## src/sv/tpm_pkg.sv

```systemverilog
// ----------------------------------------------------------------------------
// tpm_pkg: shared types and constants of the trapezoidal motion unit
// Holds the configuration record, the register map and the Q16.16 format.
// ----------------------------------------------------------------------------
package tpm_pkg;

  localparam int unsigned QShift    = 16;
  localparam int unsigned DataW     = 32;
  localparam int unsigned StepW     = 17;
  localparam int unsigned AccelW    = 31;
  localparam int unsigned PaddrW    = 5;
  localparam int unsigned RegIdxW   = 3;

  // Register indexes (byte address is four times the index).
  localparam logic [RegIdxW-1:0] RegPathLength  = 3'd0;
  localparam logic [RegIdxW-1:0] RegAccelRate   = 3'd1;
  localparam logic [RegIdxW-1:0] RegDecelRate   = 3'd2;
  localparam logic [RegIdxW-1:0] RegTopSpeed    = 3'd3;
  localparam logic [RegIdxW-1:0] RegFloorSpeed  = 3'd4;
  localparam logic [RegIdxW-1:0] RegBrakingDist = 3'd5;

  typedef struct packed {
    logic [DataW-1:0]  path_length;
    logic [AccelW-1:0] accel_rate;
    logic [DataW-1:0]  decel_rate;
    logic [DataW-1:0]  top_speed;
    logic [DataW-1:0]  floor_speed;
    logic [DataW-1:0]  braking_distance;
  } cfg_t;

endpackage

```

## src/sv/tpm_qmul.sv

```systemverilog
// ----------------------------------------------------------------------------
// tpm_qmul: shared Q16.16 multiplier with saturation
// Multiplies a 32-bit operand by the 17-bit time step, drops 16 fraction
// bits and saturates to 32 bits; the result is registered.
// ----------------------------------------------------------------------------
module tpm_qmul
  import tpm_pkg::*;
(
  input  logic             clk_i,
  input  logic [DataW-1:0] a_i,
  input  logic [StepW-1:0] b_i,
  output logic [DataW-1:0] p_o
);

  logic [DataW+StepW-1:0] full;
  logic [DataW:0]         scaled;
  logic [DataW-1:0]       p_d, p_q;

  assign full   = {{StepW{1'b0}}, a_i} * {{DataW{1'b0}}, b_i};
  assign scaled = full[DataW+QShift:QShift];
  assign p_d    = scaled[DataW] ? {DataW{1'b1}} : scaled[DataW-1:0];

  always_ff @(posedge clk_i) begin
    p_q <= p_d;
  end

  assign p_o = p_q;

endmodule

```

## src/sv/tpm_regs.sv

```systemverilog
// ----------------------------------------------------------------------------
// tpm_regs: configuration register bank
// APB-style slave holding the six motion parameters; always ready.
// ----------------------------------------------------------------------------
module tpm_regs
  import tpm_pkg::*;
(
  input  logic              clk_i,
  input  logic              rst_ni,
  input  logic              psel,
  input  logic              penable,
  input  logic              pwrite,
  input  logic [PaddrW-1:0] paddr,
  input  logic [DataW-1:0]  pwdata,
  output logic [DataW-1:0]  prdata,
  output logic              pready,
  output cfg_t              cfg_o
);

  cfg_t             cfg_q;
  logic             wr_en;
  logic [RegIdxW-1:0] idx;

  assign pready = 1'b1;
  assign wr_en  = psel & penable & pwrite;
  assign idx    = paddr[PaddrW-1:2];

  always_ff @(posedge clk_i or negedge rst_ni) begin
    if (!rst_ni) begin
      cfg_q <= '0;
    end else if (wr_en) begin
      case (idx)
        RegPathLength:  cfg_q.path_length      <= pwdata;
        RegAccelRate:   cfg_q.accel_rate       <= pwdata[AccelW-1:0];
        RegDecelRate:   cfg_q.decel_rate       <= pwdata;
        RegTopSpeed:    cfg_q.top_speed        <= pwdata;
        RegFloorSpeed:  cfg_q.floor_speed      <= pwdata;
        RegBrakingDist: cfg_q.braking_distance <= pwdata;
        default: ;
      endcase
    end
  end

  always_comb begin
    case (idx)
      RegPathLength:  prdata = cfg_q.path_length;
      RegAccelRate:   prdata = {1'b0, cfg_q.accel_rate};
      RegDecelRate:   prdata = cfg_q.decel_rate;
      RegTopSpeed:    prdata = cfg_q.top_speed;
      RegFloorSpeed:  prdata = cfg_q.floor_speed;
      RegBrakingDist: prdata = cfg_q.braking_distance;
      default:        prdata = '0;
    endcase
  end

  assign cfg_o = cfg_q;

endmodule

```

## src/sv/trapezoidal_ping_pong_motion_unit.sv

```systemverilog
// ----------------------------------------------------------------------------
// trapezoidal_ping_pong_motion_unit: trapezoidal velocity profile, ping-pong
// Moves a point back and forth along a straight Q16.16 path, one tick per
// request, with acceleration, cruise and braking phases.
// ----------------------------------------------------------------------------
// Each input request carries a time step and produces exactly one result:
// position along the path, distance moved this tick, the new velocity, the
// current leg direction and an arrival flag. From acceptance a request runs
// through EVAL, MUL1, VUPD, MUL2, MOVE and OUT to the result register: one
// shared 32x17 saturating multiplier is used twice in sequence (velocity
// change, then distance), and the state updates between the two products
// depend on each other. With nothing left to go EVAL skips to OUT, and with
// the velocity zero MOVE is skipped, since the second product is not needed.
// The request side opens as the result register is loaded, so a new request
// waits until the previous one has left the sequencer; in_stall_o is high
// while a request is in flight. A finished result sits in an output register
// until taken, and the next request may be accepted while it waits; that
// request then holds in its last step until the previous result is taken.
// Configuration registers are written through the APB-style port at byte
// addresses 0, 4, ... 20 and must only be changed while the unit is idle.
module trapezoidal_ping_pong_motion_unit
  import tpm_pkg::*;
(
  input  logic              clk_i,
  input  logic              rst_ni,
  // Configuration port.
  input  logic              psel,
  input  logic              penable,
  input  logic              pwrite,
  input  logic [PaddrW-1:0] paddr,
  input  logic [DataW-1:0]  pwdata,
  output logic [DataW-1:0]  prdata,
  output logic              pready,
  // Request channel.
  input  logic              in_valid_i,
  output logic              in_stall_o,
  input  logic [StepW-1:0]  time_step_i,
  // Result channel.
  output logic              out_valid_o,
  input  logic              out_stall_i,
  output logic [DataW-1:0]  axis_position_o,
  output logic [DataW-1:0]  step_taken_o,
  output logic [DataW-1:0]  speed_now_o,
  output logic              reversed_o,
  output logic              arrived_o
);

  // One-hot sequencer states.
  typedef enum logic [6:0] {
    S_IDLE = 7'b0000001,
    S_EVAL = 7'b0000010,
    S_MUL1 = 7'b0000100,
    S_VUPD = 7'b0001000,
    S_MUL2 = 7'b0010000,
    S_MOVE = 7'b0100000,
    S_OUT  = 7'b1000000
  } state_e;

  cfg_t cfg;

  tpm_regs u_regs (
    .clk_i   (clk_i),
    .rst_ni  (rst_ni),
    .psel    (psel),
    .penable (penable),
    .pwrite  (pwrite),
    .paddr   (paddr),
    .pwdata  (pwdata),
    .prdata  (prdata),
    .pready  (pready),
    .cfg_o   (cfg)
  );

  state_e           state_q, state_d;
  logic [DataW-1:0] vel_q, vel_d;
  logic [DataW-1:0] done_q, done_d;
  logic [DataW-1:0] pos_q, pos_d;
  logic             rev_q, rev_d;
  logic [StepW-1:0] dt_q;
  logic [DataW-1:0] left_q;
  logic             acc_q, dec_q;
  logic [DataW-1:0] step_q, step_d;
  logic             hit_q, hit_d;

  logic             out_valid_q;
  logic [DataW-1:0] out_pos_q, out_step_q, out_vel_q;
  logic             out_rev_q, out_hit_q;

  // Shared multiplier: operand A is chosen by the sequencer, B is the step.
  logic [DataW-1:0] mul_a, mul_p;
  logic [DataW-1:0] decel_mag;

  // Two's complement magnitude; the most negative value maps to itself.
  assign decel_mag = (~cfg.decel_rate) + 32'd1;

  always_comb begin
    if (state_q == S_MUL1) begin
      mul_a = acc_q ? {1'b0, cfg.accel_rate} : decel_mag;
    end else begin
      mul_a = vel_q;
    end
  end

  tpm_qmul u_qmul (
    .clk_i (clk_i),
    .a_i   (mul_a),
    .b_i   (dt_q),
    .p_o   (mul_p)
  );

  // Velocity update helpers: capped sum when speeding up, floored
  // difference when braking.
  logic [DataW:0]   acc_sum;
  logic [DataW-1:0] brake_gap;
  logic [DataW-1:0] step_clamped;
  logic [DataW-1:0] done_sum;

  assign acc_sum      = {1'b0, vel_q} + {1'b0, mul_p};
  assign brake_gap    = vel_q - cfg.floor_speed;
  assign step_clamped = (mul_p > left_q) ? left_q : mul_p;
  assign done_sum     = done_q + step_clamped;

  logic in_fire, out_free;
  assign in_fire  = in_valid_i && !in_stall_o;
  assign out_free = !out_valid_q || !out_stall_i;

  always_comb begin
    state_d = state_q;
    vel_d   = vel_q;
    done_d  = done_q;
    pos_d   = pos_q;
    rev_d   = rev_q;
    step_d  = step_q;
    hit_d   = hit_q;
    case (state_q)
      S_IDLE: begin
        if (in_fire) begin
          state_d = S_EVAL;
        end
      end
      S_EVAL: begin
        step_d = '0;
        hit_d  = 1'b0;
        // Nothing left to go leaves the state untouched.
        state_d = (done_q < cfg.path_length) ? S_MUL1 : S_OUT;
      end
      S_MUL1: begin
        state_d = S_VUPD;
      end
      S_VUPD: begin
        if (acc_q) begin
          vel_d = (acc_sum > {1'b0, cfg.top_speed}) ? cfg.top_speed : acc_sum[DataW-1:0];
        end else if (dec_q) begin
          vel_d = (mul_p >= brake_gap) ? cfg.floor_speed : vel_q - mul_p;
        end
        state_d = S_MUL2;
      end
      S_MUL2: begin
        // Standing still means no move this tick.
        state_d = (vel_q != '0) ? S_MOVE : S_OUT;
      end
      S_MOVE: begin
        step_d = step_clamped;
        pos_d  = rev_q ? pos_q - step_clamped : pos_q + step_clamped;
        if (done_sum >= cfg.path_length) begin
          vel_d  = '0;
          done_d = '0;
          rev_d  = ~rev_q;
          hit_d  = 1'b1;
        end else begin
          done_d = done_sum;
        end
        state_d = S_OUT;
      end
      S_OUT: begin
        if (out_free) begin
          state_d = S_IDLE;
        end
      end
      default: begin
        state_d = S_IDLE;
      end
    endcase
  end

  always_ff @(posedge clk_i or negedge rst_ni) begin
    if (!rst_ni) begin
      state_q     <= S_IDLE;
      vel_q       <= '0;
      done_q      <= '0;
      pos_q       <= '0;
      rev_q       <= 1'b0;
      out_valid_q <= 1'b0;
    end else begin
      state_q <= state_d;
      vel_q   <= vel_d;
      done_q  <= done_d;
      pos_q   <= pos_d;
      rev_q   <= rev_d;
      if (state_q == S_OUT && out_free) begin
        out_valid_q <= 1'b1;
      end else if (!out_stall_i) begin
        out_valid_q <= 1'b0;
      end
    end
  end

  // Per-request working registers and the result register.
  always_ff @(posedge clk_i) begin
    step_q <= step_d;
    hit_q  <= hit_d;
    if (in_fire) begin
      dt_q <= time_step_i;
    end
    if (state_q == S_EVAL) begin
      left_q <= cfg.path_length - done_q;
      acc_q  <= (cfg.accel_rate != '0) && (vel_q < cfg.top_speed) &&
                ((cfg.path_length - done_q) > cfg.braking_distance);
      dec_q  <= cfg.decel_rate[DataW-1] && (vel_q > cfg.floor_speed) &&
                ((cfg.path_length - done_q) <= cfg.braking_distance);
    end
    if (state_q == S_OUT && out_free) begin
      out_pos_q  <= pos_q;
      out_step_q <= step_q;
      out_vel_q  <= vel_q;
      out_rev_q  <= rev_q;
      out_hit_q  <= hit_q;
    end
  end

  assign in_stall_o      = (state_q != S_IDLE);
  assign out_valid_o     = out_valid_q;
  assign axis_position_o = out_pos_q;
  assign step_taken_o    = out_step_q;
  assign speed_now_o     = out_vel_q;
  assign reversed_o      = out_rev_q;
  assign arrived_o       = out_hit_q;

endmodule
```

## config.mk

```make
export PLATFORM = sky130hd
export DESIGN_NAME = trapezoidal_ping_pong_motion_unit
export DESIGN_NICKNAME = d
export VERILOG_FILES = /design/src/sv/tpm_pkg.sv /design/src/sv/tpm_qmul.sv /design/src/sv/tpm_regs.sv /design/src/sv/trapezoidal_ping_pong_motion_unit.sv
export SDC_FILE = /design/constraint.sdc
export NUM_CORES = 2
export LEC_CHECK = 0
export ABC_AREA = 1
export BUFFER_PORTS_ARGS = -buffer_cell sky130_fd_sc_hd__buf_4
export CAP_MARGIN = 20
export CORE_ASPECT_RATIO = 0.8
export CORE_MARGIN = 4
export CORE_UTILIZATION = 50
export DETAILED_ROUTE_END_ITERATION = 6
export PLACE_DENSITY = 0.66
export SETUP_SLACK_MARGIN = 0.4
export SYNTH_ARGS = -nofsm -noshare
export SYNTH_HDL_FRONTEND = slang
export SYNTH_HIERARCHICAL = 1
export SYNTH_SLANG_ARGS = --single-unit
export TNS_END_PERCENT = 50
```

## constraint.sdc

```tcl
create_clock -name clk_i -period 22.1 [get_ports clk_i]
set_input_delay 4.42 -clock clk_i [delete_from_list [all_inputs] [get_ports clk_i]]
set_output_delay 4.42 -clock clk_i [all_outputs]
set_load 0.02 [all_outputs]
```

==> results by group <==
Global routing
  • Vias in the first global route: roughly 50000
  • GR Overflow Total: 0
  • Total track usage: approximately a third
  • Pin count of the biggest net entering global routing: about 140
  • First-pass GRT wire length: between 300000 and 400000 um
  • Initial antenna violation count: 14

Worst setup path
  • Critical path arrival: 7.42 ns
  • Critical path fanouts, max: 81
  • CP Capture Type: primary output
  • Startpoint Class: input pin
  • WS Path Type: in -> out
  • Worst Path Required: ~18 ns

Routing
  • Via count: 51260
  • DRT iter0 DRCs: 5890
  • Vias per inst: 5.642
  • Routed Antenna Nets: 0
  • Final wirelength: ~210000 um
  • DRT Pass-1 Iters: 7
  • DR WL/cell: between 20 and 25 um
  • DR DRC count: 0

STA
  • Endpoints failing setup: 0
  • RSZ-0062 raised after global routing: false
  • Final period util: between 50% and 60%
  • Final hold violations: 0
  • Max Fclk: about 0.084 GHz
  • Clk_skew: slightly below 0.06 ns
  • Relative slew slack: around a quarter
  • Final setup TNS: 0 ns
  • Pins Over Slew Limit: 0
  • Post-route minimum period: 11.84 ns
  • Slew @ Worst Pin: between 1 and 1.5 ns

Floorplanning
  • Initial core utilization: between 50% and 60%
  • Row cnt: around 110
  • Die width: about 380 um
  • I/O pin count: 194
  • Die ar.: roughly 0.12 mm^2
  • Total core area: 0.1112 mm^2
  • Die Y: 308.2 um

Synth
  • EDFF count, synth: between 150 and 200
  • Post-Synthesis Cells: roughly 7500
  • Avg Cell Area, Syn: 7.523 um^2
  • Most used DFF post-synth: dfrtp_1
  • Most common cell in the synthesized netlist: nand2_1
  • Syn. warnings: 6
  • Syn nets: between 8000 and 9000
  • Register area share after synthesis: a little under a quarter
  • Synth top area share: between 10% and 20%
  • Synth area leader: fa_1
  • Yosys reg bits: 510
  • Post-synth cell types: 74
  • Fraction of registers with async set/reset: 58.04%
  • Largest cells by area after synthesis: fa_1, dfrtp_1, nand2_1
  • Mapped Area: between 0.05 and 0.06 mm^2
  • Commonest cells in the netlist: nand2_1, inv_1, ha_1

Clock network
  • CTS Buffer Depth: 3
  • Clk_lat worst skew: around 0.70 ns
  • CTS root buf: clkbuf_16
  • Clock transition at path regs: approximately 0.06 ns
  • CTS tree: built
  • Post-CTS setup buffer count: 0
  • Gates resized, CTS repair: 0
  • TritonCTS Buffers: 58
  • # hold bufs at CTS: 0
  • H-tree level count: 2
  • CTS Sinks: 510

Layout
  • Final Util: a little under three fifths
  • Area delta synth->final: 8.647%
  • Design area: approximately 0.061 mm^2
  • # nets final: roughly 8500
  • Share of cells above drive strength 1: 7.678%

Placement
  • Port-buffer cells: 190
  • Placed cell area: between 0.05 and 0.06 mm^2
  • Final GP Congestion: ~1.0
  • DPL Wire Length: 167700 um

Min path
  • Worst hold-check path type: reg -> reg

Flow run
  • Max-cap violation count: 0

Outcome
  • Run status: completed
[through the flow]
| step | cells | hold slack, ns | setup WS, ns |
|---|---|---|---|
| 3_3_place_gp | 8969 | 0.4016 | 10.44 |
| 5_1_grt | 9078 | 0.4232 | 10.20 |
| 2_1_floorplan | 7488 | 0.4003 | 12.34 |
| 6_report | 9086 | 0.4172 | 10.26 |
| 4_1_cts | 9078 | 0.4187 | 10.37 |
| 3_5_place_dp | 8969 | 0.4045 | 10.39 |
[flip-flops by register name (all words and copies together) (netlist names), 7 cells and up]
signal / count
speed_now_o: 32
done_q: 32
axis_position_o: 32
pos_q: 32
left_q: 32
state_q: 7
dt_q: 17
step_q: 32
u_regs/cfg_o: 191
vel_q: 32
step_taken_o: 32
u_qmul/p_o: 32
[layout make-up]
type	instances	area, um^2
clock buffer	70	1546
inverter	1526	5728
fill	10720	49950
timing repair buffer	275	2085
sequential	510	13510
multi-input combinational	5160	35990
tap	1498	1874
antenna	8	20.02
clock inverter	39	444.2
[layout by cell type (no fill, tap or decap), drive strengths merged, types with 31 or more instances in the layout]
cell type     n
nand2      1844
inv        1531
ha          503
nor2        479
fa          453
o21ai       446
a21oi       418
dfrtp       295
buf         275
nand3       265
edfxtp      182
xor2        166
nand4       151
clkbuf       70
xnor2        68
nor3         60
o22ai        50
a31oi        46
nor4         40
dfxtp        32
o211ai       31
[layer usage]
| metal | wire length [um] | vias to the layer above | global-route usage, % |
|---|---|---|---|
| met1 | 89680 | 24720 | 49.64 |
| met3 | 26650 | 374 | 12.37 |
| met4 | 8688 | 4 | 12.95 |
| li1 | - | 23650 | - |
| met5 | 167 | - | 0.1610 |
| met2 | 84640 | 2514 | 50.05 |
[critical path: stages]
cell	delay, ns
buf_4	0.35
inv_2	0.11
buf_4	0.70
nand3_1	0.76
buf_4	0.45
nor2_1	0.13
nor2_1	0.06
nand2_1	0.18
buf_4	0.19
[final timing paths]
path | startpoint | end | slack, ns | depth (start not counted)
worst max-delay path | paddr[4] | prdata[28] | 10.26 | 9
worst min-delay path | step_q[4] | step_taken_o[4] | 0.42 | 0
worst max register to register | u_regs/cfg_o[96] | u_qmul/p_o[13] | 12.93 | 38
worst min register to register | step_q[4] | step_taken_o[4] | 0.42 | 0
max in group asynchronous | rst_ni | u_regs/cfg_o[68] | 16.05 | 3
min in group asynchronous | rst_ni | done_q[1] | 3.67 | 1
[kinds of logic after synthesis]
logic type | Yosys count | share of synthesized area (%)
adders and majority gates | 956 | 27.27
xor gates and xnor gates | 234 | 3.652
buffers and inverters | 1818 | 12.45
and+or+nand+nor | 2860 | 21.71
AOI/OAI and AO/OA | 1109 | 10.92
DFF | 510 | 23.99
other | 1 | 0.006657
Power is left out: the tool's default activity adds up to more than one toggle a clock period on the data nets, which glitch-free logic cannot reach.
